[src/sv/utf8f_pkg.sv]
// ----------------------------------------------------------------------------
// utf8f_pkg
// Item types and byte-class constants for the UTF-8 sequence filter.
// ----------------------------------------------------------------------------
package utf8f_pkg;

   typedef struct packed {
      logic [7:0] data_byte;
      logic       stream_last;
   } req_item_type;

   typedef struct packed {
      logic [7:0] out_byte;
      logic       byte_valid;
      logic       run_last;
      logic       stream_end;
   } rsp_item_type;

   localparam int unsigned MAX_RESULTS = 4;

   localparam logic [7:0] ASCII_MAX  = 8'h7F;
   localparam logic [7:0] LEAD2_MASK = 8'hE0;
   localparam logic [7:0] LEAD2_TAG  = 8'hC0;
   localparam logic [7:0] LEAD3_MASK = 8'hF0;
   localparam logic [7:0] LEAD3_TAG  = 8'hE0;
   localparam logic [7:0] LEAD4_MASK = 8'hF8;
   localparam logic [7:0] LEAD4_TAG  = 8'hF0;
   localparam logic [7:0] CONT_MASK  = 8'hC0;
   localparam logic [7:0] CONT_TAG   = 8'h80;

   localparam logic [2:0] LEN_NONE = 3'd0;
   localparam logic [2:0] LEN_TWO  = 3'd2;
   localparam logic [2:0] LEN_THREE = 3'd3;
   localparam logic [2:0] LEN_FOUR = 3'd4;

endpackage

[src/sv/utf8_sequence_filter.sv]
// ----------------------------------------------------------------------------
// utf8_sequence_filter
// Structural UTF-8 filter: passes ASCII bytes and complete, well-formed
// 2/3/4 byte sequences, drops everything else, and flags the stream end.
// ----------------------------------------------------------------------------
//
//   channel  direction  payload        handshake
//   -------  ---------  -------------  -------------------------------
//   req      in         req_item_type  req_valid / req_stall (ours)
//   rsp      out        rsp_item_type  rsp_valid / rsp_stall (theirs)
//
// An accepted item is held in the input register, then its results
// (zero to four) load a burst buffer that drains one result per cycle
// while rsp_stall is low; the first result reaches the rsp port from
// the burst register, behind the input register. One item enters per
// cycle unless req_stall holds it; an item that yields results waits in
// the input register until the burst buffer is empty, or down to its last
// entry and that entry is taken, and so waits while rsp_stall is high.
// Lead and middle bytes of a sequence never wait unless they end the stream.
// Reset clears the valid flags, the burst count and the sequence state.
// ----------------------------------------------------------------------------
module utf8_sequence_filter (
   input  logic                    clock,
   input  logic                    reset,
   input  logic                    req_valid,
   output logic                    req_stall,
   input  utf8f_pkg::req_item_type req_data,
   output logic                    rsp_valid,
   input  logic                    rsp_stall,
   output utf8f_pkg::rsp_item_type rsp_data
);
   import utf8f_pkg::*;

   // input register
   logic         in_valid_ff, in_valid_in;
   req_item_type in_item_ff;

   // sequence state
   logic [2:0] seq_length_ff, seq_length_in;
   logic [1:0] bytes_pending_ff, bytes_pending_in;
   logic       seq_ok_ff, seq_ok_in;
   logic [7:0] held_ff [3];
   logic [7:0] held_in [3];

   // burst buffer: entry 0 is the result on the rsp port
   rsp_item_type burst_ff [MAX_RESULTS];
   rsp_item_type burst_in [MAX_RESULTS];
   logic [2:0]   burst_cnt_ff, burst_cnt_in;

   // per-item results
   rsp_item_type res [MAX_RESULTS];
   logic [2:0]   res_cnt;
   logic [7:0]   data_sel [MAX_RESULTS];
   logic [7:0]   b;
   logic         is_cont, bare, advance, burst_free, rsp_accept, req_accept;
   logic [2:0]   pos;

   assign rsp_accept = rsp_valid & ~rsp_stall;
   assign req_accept = req_valid & ~req_stall;
   assign rsp_valid  = (burst_cnt_ff != 3'd0);
   assign rsp_data   = burst_ff[0];

   // Burst buffer can take a new load when empty or emptying this cycle.
   assign burst_free = (burst_cnt_ff == 3'd0) | ((burst_cnt_ff == 3'd1) & rsp_accept);
   assign advance    = in_valid_ff & ((res_cnt == 3'd0) | burst_free);
   assign req_stall  = in_valid_ff & ~advance;

   assign b       = in_item_ff.data_byte;
   assign is_cont = ((b & CONT_MASK) == CONT_TAG);
   assign pos     = seq_length_ff - {1'b0, bytes_pending_ff};

   // Sequence bytes in order: held bytes first, current byte last.
   assign data_sel[0] = (seq_length_ff > 3'd1) ? held_ff[0] : b;
   assign data_sel[1] = (seq_length_ff > 3'd2) ? held_ff[1] : b;
   assign data_sel[2] = (seq_length_ff > 3'd3) ? held_ff[2] : b;
   assign data_sel[3] = b;

   always_comb begin
      logic [2:0] n;
      n                = 3'd0;
      seq_length_in    = seq_length_ff;
      bytes_pending_in = bytes_pending_ff;
      seq_ok_in        = seq_ok_ff;
      held_in          = held_ff;

      if (seq_length_ff == LEN_NONE) begin
         // classify a byte outside a sequence; bad leads drop silently
         if (b <= ASCII_MAX) begin
            n = 3'd1;
         end else if ((b & LEAD2_MASK) == LEAD2_TAG) begin
            seq_length_in = LEN_TWO;
         end else if ((b & LEAD3_MASK) == LEAD3_TAG) begin
            seq_length_in = LEN_THREE;
         end else if ((b & LEAD4_MASK) == LEAD4_TAG) begin
            seq_length_in = LEN_FOUR;
         end
         if (seq_length_in != LEN_NONE) begin
            held_in[0]       = b;
            bytes_pending_in = seq_length_in[1:0] - 2'd1;
            seq_ok_in        = 1'b1;
         end
      end else begin
         // any byte counts toward the open sequence; a bad one spoils it
         seq_ok_in = seq_ok_ff & is_cont;
         if (bytes_pending_ff > 2'd1) begin
            case (pos)
               3'd1:    held_in[1] = b;
               3'd2:    held_in[2] = b;
               default: ;
            endcase
            bytes_pending_in = bytes_pending_ff - 2'd1;
         end else begin
            if (seq_ok_in) begin
               n = seq_length_ff;
            end
            seq_length_in    = LEN_NONE;
            bytes_pending_in = 2'd0;
            seq_ok_in        = 1'b1;
         end
      end

      bare = 1'b0;
      if (in_item_ff.stream_last) begin
         // drop any truncated sequence; always emit something at the end
         seq_length_in    = LEN_NONE;
         bytes_pending_in = 2'd0;
         seq_ok_in        = 1'b1;
         if (n == 3'd0) begin
            n    = 3'd1;
            bare = 1'b1;
         end
      end
      res_cnt = n;

      for (int i = 0; i < MAX_RESULTS; i++) begin
         res[i].out_byte   = bare ? 8'h00 : data_sel[i];
         res[i].byte_valid = ~bare;
         res[i].run_last   = (3'(i) == (n - 3'd1));
         res[i].stream_end = in_item_ff.stream_last;
      end
   end

   // Load a new burst, or shift the drained entry out.
   always_comb begin
      burst_in     = burst_ff;
      burst_cnt_in = burst_cnt_ff;
      if (advance && (res_cnt != 3'd0)) begin
         burst_in     = res;
         burst_cnt_in = res_cnt;
      end else if (rsp_accept) begin
         for (int i = 0; i < MAX_RESULTS - 1; i++) begin
            burst_in[i] = burst_ff[i + 1];
         end
         burst_cnt_in = burst_cnt_ff - 3'd1;
      end
   end

   always_comb begin
      in_valid_in = in_valid_ff;
      if (req_accept) begin
         in_valid_in = 1'b1;
      end else if (advance) begin
         in_valid_in = 1'b0;
      end
   end

   always_ff @(posedge clock) begin
      if (reset) begin
         in_valid_ff      <= 1'b0;
         burst_cnt_ff     <= 3'd0;
         seq_length_ff    <= LEN_NONE;
         bytes_pending_ff <= 2'd0;
         seq_ok_ff        <= 1'b1;
      end else begin
         in_valid_ff  <= in_valid_in;
         burst_cnt_ff <= burst_cnt_in;
         if (advance) begin
            seq_length_ff    <= seq_length_in;
            bytes_pending_ff <= bytes_pending_in;
            seq_ok_ff        <= seq_ok_in;
         end
      end
   end

   // payload registers, no reset
   always_ff @(posedge clock) begin
      if (req_accept) begin
         in_item_ff <= req_data;
      end
      if (advance) begin
         held_ff <= held_in;
      end
      burst_ff <= burst_in;
   end

endmodule

[config.mk]
export PLATFORM = sky130hd
export DESIGN_NAME = utf8_sequence_filter
export DESIGN_NICKNAME = d
export VERILOG_FILES = /design/src/sv/utf8f_pkg.sv /design/src/sv/utf8_sequence_filter.sv
export SDC_FILE = /design/constraint.sdc
export NUM_CORES = 1
export LEC_CHECK = 0
export BUFFER_PORTS_ARGS = -buffer_cell sky130_fd_sc_hd__buf_2
export CORE_ASPECT_RATIO = 0.7
export CORE_MARGIN = 5
export CORE_UTILIZATION = 60
export DETAILED_ROUTE_END_ITERATION = 12
export GPL_ROUTABILITY_DRIVEN = 0
export HOLD_SLACK_MARGIN = 0.03
export PLACE_DENSITY_LB_ADDON = 0.12
export SYNTH_ARGS = -nofsm -noshare
export SYNTH_HDL_FRONTEND = slang
export SYNTH_SLANG_ARGS = --single-unit
[constraint.sdc]
create_clock -name clock -period 5.7 [get_ports clock]
set_input_delay 1.425 -clock clock [delete_from_list [all_inputs] [get_ports clock]]
set_output_delay 1.425 -clock clock [all_outputs]
set_load 0.03 [all_outputs]
; After elaboration in Yosys (flattened, before gate mapping)
; Index checks and enable logic that the tools add are counted.
[word_totals]
register_bits = 87
input_bits = 13
output_inout_bits = 13
elab_cells = 113
[op_classes]
addsub = 5
n_lt_le_gt_ge = 5
eq_ne = 12
mux = 36
bitwise = 13
n_reduce_logical = 16
[op_table]
columns = operator, n
row1 = 2-to-1 mux 33 bit, 2
row2 = 2-to-1 mux 8 bit, 6
row3 = 2-to-1 mux 3 bit, 15
row4 = zero test 3 bit, 5
row5 = 2-to-1 mux 1 bit, 9
row6 = nonzero test 3 bit, 3
row7 = "less-or-equal comparator 8 x 7 -> 1 bit, second input constant", 1
row8 = 2-to-1 mux 2 bit, 4
row9 = AND reduction 4 bit, 2
row10 = AND 1 bit, 6
row11 = "== test 2 x 3 -> 1 bit, first input constant", 2
row12 = "== test 3 x 1 -> 1 bit, second input constant", 2
row13 = "greater-than comparator 3 x 2 -> 1 bit, second input constant", 2
row14 = "subtractor 3 x 1 -> 3 bit, second input constant", 2
row15 = "== test 5 bit, second input constant", 1
row16 = NOT 1 bit, 5
row17 = "== test 4 bit, second input constant", 1
row18 = AND reduction 2 bit, 2
row19 = nonzero test 2 bit, 2
row20 = "subtractor 2 x 1 -> 2 bit, second input constant", 2
row21 = "== test 1 x 3 -> 1 bit, first input constant", 1
row22 = "== test 3 x 2 -> 1 bit, second input constant", 1
row23 = "== test 3 bit, second input constant", 1
row24 = "greater-than comparator 3 x 1 -> 1 bit, second input constant", 1
row25 = 8 further kinds, 9

; Logic depth before layout (Yosys ltp)
; Gate-level depths: netlist of the first run.
[logic_depth]
word_depth = 16
mapped_depth = 10
ltp_nobuf = 9

; Least setup slack after synthesis of the first run
; No wires, ideal clock.
[synth_path]
path_type = in2reg
from = in rsp_stall
to = reg burst_ff[11] in the netlist's numbering, enable pin
setup_ps = 469
t_arrival_ps = 3792
t_required_ps = 5231
path_slack_ps = 1439
path_stages = 1
n_path_buf = 0
cell_sequence = o21ai_0
[synth_between]
elab_chain_cells = 8
[synth_lines]
columns = item, line_no
row1 = start: declaration, utf8_sequence_filter.sv:29  ; input logic rsp_stall,
row2 = NOT 1 bit *, utf8_sequence_filter.sv:58  ; assign rsp_accept = rsp_valid & ~rsp_stall;
row3 = AND 1 bit *, utf8_sequence_filter.sv:58
row4 = AND 1 bit, utf8_sequence_filter.sv:64  ; assign burst_free = (burst_cnt_ff == 3'd0) | ((burst_cnt_ff == 3'd1) & rsp_accept);
row5 = OR 1 bit, utf8_sequence_filter.sv:64
row6 = OR 1 bit, utf8_sequence_filter.sv:65  ; assign advance = in_valid_ff & ((res_cnt == 3'd0) | burst_free);
row7 = AND 1 bit, utf8_sequence_filter.sv:65
row8 = logical AND 1 bit, utf8_sequence_filter.sv:147  ; if (advance && (res_cnt != 3'd0)) begin
row9 = nonzero test 2 bit (no source line) *, --
row10 = end signal: assignment, utf8_sequence_filter.sv:193  ; burst_ff <= burst_in;
row11 = end: declaration, utf8_sequence_filter.sv:46  ; rsp_item_type burst_ff [MAX_RESULTS];
; Every way passes the cells marked *; elsewhere a longest branch is shown, timed or not.
; A chain may end at the register's enable or synchronous reset.

; Worst setup path in the final report of the first run
[layout_path]
from = reg in_item_ff (netlist bit b[7])
to = out req_stall
[layout_between]
elab_chain_cells = 13
elab_cells_between_ends = 15
classes_between = order compare (1) / eq/ne (1) / mux (6) / bitwise (5) / reduce/logical (2)
[layout_lines]
columns = item, line_no
row1 = start: declaration, utf8_sequence_filter.sv:36  ; req_item_type in_item_ff;
row2 = start signal: assignment, utf8_sequence_filter.sv:188  ; in_item_ff <= req_data;
row3 = branches (longest 4 deep; another with less-or-equal comparator 8 x 7 -> 1 bit), --
row4 = 2-to-1 mux 3 bit *, utf8_sequence_filter.sv:86  ; if (seq_length_ff == LEN_NONE) begin
row5 = zero test 3 bit, utf8_sequence_filter.sv:128  ; if (n == 3'd0) begin
row6 = 2-to-1 mux 3 bit, utf8_sequence_filter.sv:128
row7 = 2-to-1 mux 3 bit *, utf8_sequence_filter.sv:123  ; if (in_item_ff.stream_last) begin
row8 = zero test 3 bit *, utf8_sequence_filter.sv:65
row9 = OR 1 bit *, utf8_sequence_filter.sv:65
row10 = AND 1 bit *, utf8_sequence_filter.sv:65
row11 = NOT 1 bit *, utf8_sequence_filter.sv:66  ; assign req_stall = in_valid_ff & ~advance;
row12 = AND 1 bit *, utf8_sequence_filter.sv:66
row13 = end: declaration, utf8_sequence_filter.sv:26  ; output logic req_stall,
; Every way passes the cells marked *.

==> results of run 1 <==
==> sequential cells by signal, summed over array words and instances, names as in the netlist, 2 cells and up <==
name              count
burst_cnt_ff          3
seq_length_ff         3
b                     8
bytes_pending_ff      2
burst_ff             33
held_ff              24
rsp_data             11
==> through the flow <==
stage	util [%]	total power, µW	setup WS, ns	hold WS, ns
after CTS	66.65	2199	1.621	0.5053
after global routing	66.65	2314	1.378	0.5480
final	66.65	2184	1.616	0.5064
after global placement	63.13	1680	2.056	0.4816
after detailed placement	63.13	1700	1.981	0.4941
after floorplan	-	1595	1.439	0.4244
==> worst register-to-register path, delay by kind of cell (launching register included) <==
family | cells | cell delay, ns
fa+ha+maj | 1 | 0.21
buf+inv | 1 | 0.13
flops | 1 | 0.96
simple gates | 4 | 1.56
compound gates | 2 | 0.38
==> path summary, 6_finish.rpt <==
check | from | end | slack (ns) | cells after the start
worst max-delay path | b[7] | req_stall | 1.62 | 8
worst min-delay path | bytes_pending_ff[0] | bytes_pending_ff[0] | 0.51 | 2
worst max register to register | seq_length_ff[2] | held_ff[12] | 2.09 | 8
worst min register to register | bytes_pending_ff[0] | bytes_pending_ff[0] | 0.51 | 2
==> metal layers <==
metal / routed length [µm] / vias up / track usage (%)
met4: 24 / 0 / 6.351
met3: 596 / 2 / 4.608
met1: 3696 / 1148 / 29.68
met5: 0 / - / 0
li1: - / 1210 / -
met2: 2997 / 77 / 24.67
==> cells in the final DEF (no fill, tap or decap), types with 3 or more instances in the layout <==
master and count:
nand3b_1 4, o31ai_1 6, nand2_1 41, buf_4 3, and2_1 11, inv_1 11, clkbuf_8 9, a21oi_1 7
nor2_1 12, nor2b_1 3, edfxtp_1 77, nor3_1 4, dfxtp_1 10, buf_2 25, o21ai_0 11, bufinv_16 3
nand3_1 3, or3_1 4, ha_1 6, o31ai_2 19, mux2i_1 27
==> power breakdown <==
part / switching, µW / internal (µW) / total (µW)
registers: 68.7 / 944 / 1010
clock network: 209 / 292 / 501
logic: 447 / 223 / 670
==> cell type report <==
class                   count  area share, %
clock buffers              11          2.917
clock inverters             5          2.362
inverters                  13          1.084
multi-input cells         195          31.95
flip-flops and latches     87          55.79
well taps                  94          2.612
repair buffers             28          3.279
==> logic make-up after synthesis <==
kind of cell | count (synthesis) | share of synthesized area [%]
flip-flops | 87 | 60.35
AO/OA/AOI/OAI | 64 | 13.62
adder cells (fa/ha/maj) | 7 | 2.284
buffers and inverters | 41 | 5.380
XOR/XNOR | 2 | 0.4209
multiplexers | 27 | 6.492
AND/OR/NAND/NOR | 95 | 11.45
==> metrics.cfg, run 1 <==
[floorplanning]
die_w_um = 109.6
rows = 25
io_pins = 26
start_util_pct = 61.61
coreArea_um2 = 6756
die_area_um2 = 8730
fp.dieH_um = 79.69

[yosys]
synth_commonest_cells = 77 x edfxtp_1, 41 x nand2_1, 27 x mux2i_1, 19 x o31ai_2
ys_seq_area_share_pct = 60.35
async_reset_ff_share_pct = 0
synthFlopType = edfxtp_1
syn_nets = 343
post-synth-top-count-cell = edfxtp_1
avgSynthCellArea_um2 = 12.89
syn_inst = 323
yosysTopAreaCellShare_pct = 55.55
synth_area_leaders = edfxtp_1 56%, mux2i_1 6.5%, o31ai_2 5.7%
ys_warn_count = 0
synth_edf_count = 77
ys_seq_elements = 87
synth_area_um2 = 4163
synth_cell_types = 53
synth_top_cell_by_area = edfxtp_1

[clocking]
cts_setup_buffers = 0
hold_buffers = 0
clockBufferDepth = 2
cts_tree = yes
cts_resized = 0
numCtsBuffers = 9
worstSkewPairLatency_ns = 0.35
clockRootBuffer = clkbuf_8
cts.sinks = 87
clk_pin_slew_worst_paths_ns = 0.08
h-tree-depth = 3

[detailed_routing]
remaining_drc_errors = 0
routed_wirelength_um = 7314
drtIter0Drc = 162
ant_nets = 0
viasPerCell = 5.628
wl_per_cell_um = 16.89
drtPass1Iterations = 4
num_vias = 2437

[timing]
rsz0062_at_grt = no
max_freq_mhz = 244.9
finalSetupTns_ns = 0
finClkSkew_ns = 0.007280
slew_viol_final = 0
period_needed_ns = 4.084
slew_headroom_pct = 22.39
setup_viol = 0
hold_viol = 0
fin_crit_sh_pct = 71.64
max_slew.worst_pin.slew_ns = 1.157

[cells_and_area]
drive_gt1_share_pct = 20.65
fin_cells = 433
multiInputGateArea_um2 = 1439
regArea_um2 = 2512
n_fill_cell = 505
design_area_um2 = 4503
synthToLayoutAreaGrowth_pct = 8.176
antenna_cells = 0
nets = 354

[global_routing]
grt_max_degree = 36
gr-total-overflow = 0
grt_antenna_before_repair = 0
grt_pass1_vias = 2265
track_usage_pct = 18.72
grt_first_pass_wirelength_um = 12070

[placement]
io_buffers = 25
dpl.cell_count = 417
dp_hpwl_um = 5075
place_area_um2 = 4265

[worst_setup_path]
path_cells = and4bb_2 -> o21ai_0 -> and3_1 -> ha_1 -> nor2b_1 -> nand2_1 -> inv_1 -> buf_2
end_kind = output pin
cp-start-kind = flop
crit_fanout = 18
crit_buf_inv = 2
cp_slowest_cell = edfxtp_1
slowest_delay_ns = 0.70
crit_family = simple AND/OR/NAND/NOR gates
worstPathRequired_ns = 4.28
crit_arrival_ns = 2.66
crit_type = flop to output pin

[power_and_ir_drop]
peakVddDrop_mv = 0.2327
power_leakage_uw = 0.001697
power.density_nw_per_um2 = 484.9

[min_path]
hp-class = flop to flop

[status]
status = finished, final reports clean

[flow_run]
max-cap-violations = 0

Power figures use the tool's default switching activity.
==> run 2: changes to the inputs <==
- CORE_UTILIZATION: 60 -> 54
- clock period: 5.7 -> 3.3 ns (I/O delays scaled with it)
==> metrics.cfg, run 2 (same netlist as run 1, synthesis figures left out) <==
[clocking]
worstSkewPairLatency_ns = 0.35
cts.sinks = 87
clockBufferDepth = 2
cts_resized = 0
cts_setup_buffers = 0
clockRootBuffer = clkbuf_8
cts_tree = yes
clk_pin_slew_worst_paths_ns = 0.08
numCtsBuffers = 9
hold_buffers = 0
h-tree-depth = 3

[floorplanning]
io_pins = 26
fp.dieH_um = 83.46
rows = 26
start_util_pct = 56.12
coreArea_um2 = 7417
die_w_um = 114.9
die_area_um2 = 9593

[worst_setup_path]
crit_family = simple AND/OR/NAND/NOR gates
crit_buf_inv = 2
cp-start-kind = flop
rrSetupSlack_ns = 0.63
crit-reg2reg-launch = seq_length_ff[0]
end_kind = output pin
slowest_delay_ns = 0.40
path_cells = and4bb_2 -> o21ai_0 -> and3_1 -> ha_1 -> nor2b_2 -> nand2_1 -> inv_1 -> buf_2
rr_worst_depth = 9
r2r_end = held_ff[8]
crit_fanout = 6
cp_slowest_cell = edfxtp_1
crit_type = flop to output pin
worstPathRequired_ns = 2.47
crit_arrival_ns = 2.22

[power_and_ir_drop]
power_leakage_uw = 0.001748
peakVddDrop_mv = 0.3847
power.density_nw_per_um2 = 832.2

[timing]
fin_crit_sh_pct = 92.41
finalSetupTns_ns = 0
setup_viol = 0
slew_viol_final = 0
period_needed_ns = 3.049
hold_viol = 0
max_freq_mhz = 327.9
max_slew.worst_pin.slew_ns = 0.6715
slew_headroom_pct = 55.23
rsz0062_at_grt = no
finClkSkew_ns = 0.008852

[cells_and_area]
final_cell_mix = 77 x edfxtp_1, 41 x nand2_1, 27 x mux2i_1
fin_cells = 446
antenna_cells = 0
drive_gt1_share_pct = 23.28
synthToLayoutAreaGrowth_pct = 10.07
nets = 364
largest_reg_flops = 33
final_common_cell = edfxtp_1
largest_register = burst_ff
design_area_um2 = 4582

[placement]
io_buffers = 25
dp_hpwl_um = 5251
place_area_um2 = 4345
dpl.cell_count = 431

[flow_run]
max-cap-violations = 0

[detailed_routing]
wl_per_cell_um = 16.71
viasPerCell = 5.554
num_vias = 2477
drtIter0Drc = 141
ant_nets = 0
drtPass1Iterations = 5
routed_wirelength_um = 7454
remaining_drc_errors = 0

[status]
status = finished, final reports clean

[min_path]
hold_end = bytes_pending_ff[0]
hold_depth = 2
min-delay-start = bytes_pending_ff[0]
hp-class = flop to flop

[global_routing]
grt_pass1_vias = 2341
grt_antenna_before_repair = 0
gr-total-overflow = 0
grt_max_degree = 59
track_usage_pct = 16.53
grt_first_pass_wirelength_um = 12320

run 2: worst register-to-register path: stages, from the launching register on:
cell	delay, ns
dfxtp_1	0.59
nor3_1	0.09
o21ai_0	0.14
and3_1	0.19
ha_1	0.22
nand2b_1	0.15
o311ai_1	0.18
or3_1	0.43
nor3_1	0.18
buf_4	0.22
run 2: cell type report:
| class | instances | area [µm²] |
|---|---|---|
| fillers | 588 | 2835 |
| inverters | 13 | 48.80 |
| repair buffers | 38 | 222.7 |
| clock inverters | 5 | 106.4 |
| flip-flops and latches | 87 | 2512 |
| multi-input cells | 195 | 1441 |
| well taps | 98 | 122.6 |
| clock buffers | 10 | 127.6 |
run 2: worst max-delay path by stage:
stage	startpoint	end	slack (ns)	cells after the start
5_1_grt	b[6]	req_stall	0.09	8
3_5_place_dp	b[6]	rsp_data[2]	0.53	9
6_report	b[6]	req_stall	0.25	8
2_1_floorplan	b[7]	held_ff[10]	0.33	9
4_1_cts	b[6]	req_stall	0.13	8
3_3_place_gp	b[6]	req_stall	0.60	8
run 2: stage by stage:
step	power, µW	setup WS (ns)	hold slack (ns)	util (%)
4_1_cts	3845	0.1338	0.4947	61.74
3_3_place_gp	2951	0.5988	0.4847	58.59
2_1_floorplan	2746	0.3300	0.4244	-
6_report	3813	0.2505	0.4924	61.77
5_1_grt	4046	0.09116	0.5390	61.77
3_5_place_dp	2980	0.5254	0.4831	58.59
run 2: metal layers:
| metal | part of all wire (%) | track usage [%] | up-vias |
|---|---|---|---|
| met5 | 0 | 0 | - |
| met4 | 0.97 | 4.158 | 0 |
| met3 | 5.5 | 4.710 | 8 |
| met2 | 41 | 22.53 | 58 |
| met1 | 52 | 25.68 | 1182 |
| li1 | - | - | 1229 |
run 2: power by group:
group | internal [µW] | leakage (µW) | switching, µW
combinational | 410 | 0.000833 | 798
clock | 502 | 0.000113 | 365
sequential | 1630 | 0.000802 | 109
total | 2540 | 0.00175 | 1270
==> run 3: changes to the inputs <==
- CORE_UTILIZATION: 54 -> 57
- CTS_BUF_LIST: default -> sky130_fd_sc_hd__clkbuf_4
==> metrics.cfg, run 3 (same netlist as run 1, synthesis figures left out) <==
[global_routing]
track_usage_pct = 17.62
grt_max_degree = 27
grt_antenna_before_repair = 0
gr-total-overflow = 0
grt_pass1_vias = 2305
grt_first_pass_wirelength_um = 12410

[floorplanning]
io_pins = 26
die_w_um = 112.1
die_area_um2 = 9139
rows = 26
start_util_pct = 57.90
fp.dieH_um = 81.50
coreArea_um2 = 7189

[cells_and_area]
multiInputGateArea_um2 = 1441
final_common_cell = edfxtp_1
largest_register = burst_ff
largest_reg_flops = 33
synthToLayoutAreaGrowth_pct = 8.085
regArea_um2 = 2512
drive_gt1_share_pct = 23.50
n_fill_cell = 553
antenna_cells = 0
final_cell_mix = 77 x edfxtp_1, 41 x nand2_1, 27 x mux2i_1
nets = 364
design_area_um2 = 4499

[detailed_routing]
num_vias = 2452
viasPerCell = 5.485
routed_wirelength_um = 7344
drtPass1Iterations = 4
remaining_drc_errors = 0
drtIter0Drc = 154
wl_per_cell_um = 16.43
ant_nets = 0

[clocking]
cts.sinks = 87
clockBufferDepth = 2
numCtsBuffers = 9
cts_setup_buffers = 0
worstSkewPairLatency_ns = 0.42
clk_pin_slew_worst_paths_ns = 0.15
cts_tree = yes
clockRootBuffer = clkbuf_4
cts_resized = 0
hold_buffers = 0
h-tree-depth = 3

[power_and_ir_drop]
p_sw_share_pct = 35.67
power.density_nw_per_um2 = 789.0
power.total_uw = 3550
peakVddDrop_mv = 0.3321
switching_power_uw = 1266
internal_power_uw = 2284
clockPowerShare_pct = 16.7
combPwrFrac_pct = 34.3
power_leakage_uw = 0.001709
pwr-share-seq_pct = 49.0

[timing]
max_slew.worst_pin.slew_ns = 0.8150
finalSetupTns_ns = 0
hold_viol = 0
fin_crit_sh_pct = 93.83
slew_viol_final = 0
setup_viol = 0
finClkSkew_ns = 0.01969
max_freq_mhz = 323.0
slew_headroom_pct = 45.66
period_needed_ns = 3.096
rsz0062_at_grt = no
hold-worst-slack_ns = 0.5101

[placement]
dp_hpwl_um = 5320
io_buffers = 25
place_area_um2 = 4358

[min_path]
hp-class = flop to flop

[worst_setup_path]
slowest_delay_ns = 0.39
crit_type = flop to output pin
crit_family = simple AND/OR/NAND/NOR gates
crit_buf_inv = 2
cp_slowest_cell = dfxtp_1
crit_arrival_ns = 2.27
end_kind = output pin
crit_fanout = 6
cp-start-kind = flop
worstPathRequired_ns = 2.47
path_cells = and4bb_2 -> o21ai_0 -> and3_1 -> ha_1 -> nor2b_2 -> nand2_1 -> inv_1 -> buf_2

[status]
status = finished, final reports clean

[flow_run]
max-cap-violations = 0

-- run 3: changes by cell type in the layout (fill, tap and decap cells not counted), sizes merged --
cell,previous run,this run
bufinv,3,1
clkinv,0,2
clkbuf,10,9
clkinvlp,1,2
inv,14,15
-- run 3: area by class of cell --
class                   count  area share (%)
clock inverters             7           1.585
clock buffers               9           1.502
inverters                  13           1.085
repair buffers             38           5.228
well taps                  98           2.725
multi-input cells         195           32.04
flip-flops and latches     87           55.84
-- run 3: power by group through the flow --
stage,sequential (µW),clock (µW),combinational (µW)
final,1740,594,1220
after global routing,1770,666,1350
after CTS,1740,614,1240
after detailed placement,1770,0,1230
after global placement,1770,0,1210
after floorplan,1730,0,1010
-- run 3: worst paths after layout --
check,end,slack [ns],depth (start not counted),startpoint
worst max register to register,rsp_data[1],0.50,10,b[6]
worst min register to register,bytes_pending_ff[0],0.51,2,bytes_pending_ff[0]
worst min-delay path,bytes_pending_ff[0],0.51,2,bytes_pending_ff[0]
worst max-delay path,req_stall,0.20,8,bytes_pending_ff[1]
-- run 3: per-layer routing --
layer	GRT usage [%]	up-vias	share of wire, %	routed length, µm
met3	4.566	2	7.3	534
met5	0	-	0	0
li1	-	1240	-	-
met1	27.26	1141	52	3832
met4	5.042	0	0.37	27
met2	24.38	69	40	2950
-- run 3: per-stage QoR --
step	util, %	setup slack [ns]	instances
6_report	62.58	0.2036	447
3_3_place_gp	60.62	0.4742	431
5_1_grt	62.58	0.01149	447
2_1_floorplan	-	0.3300	323
3_5_place_dp	60.62	0.4032	431
4_1_cts	62.55	0.08444	447
-- run 3: tightest hold or removal path: stages, from the launching register on --
cell and delay (ns):
dfxtp_1 0.36, nand2_1 0.06, mux2i_1 0.06
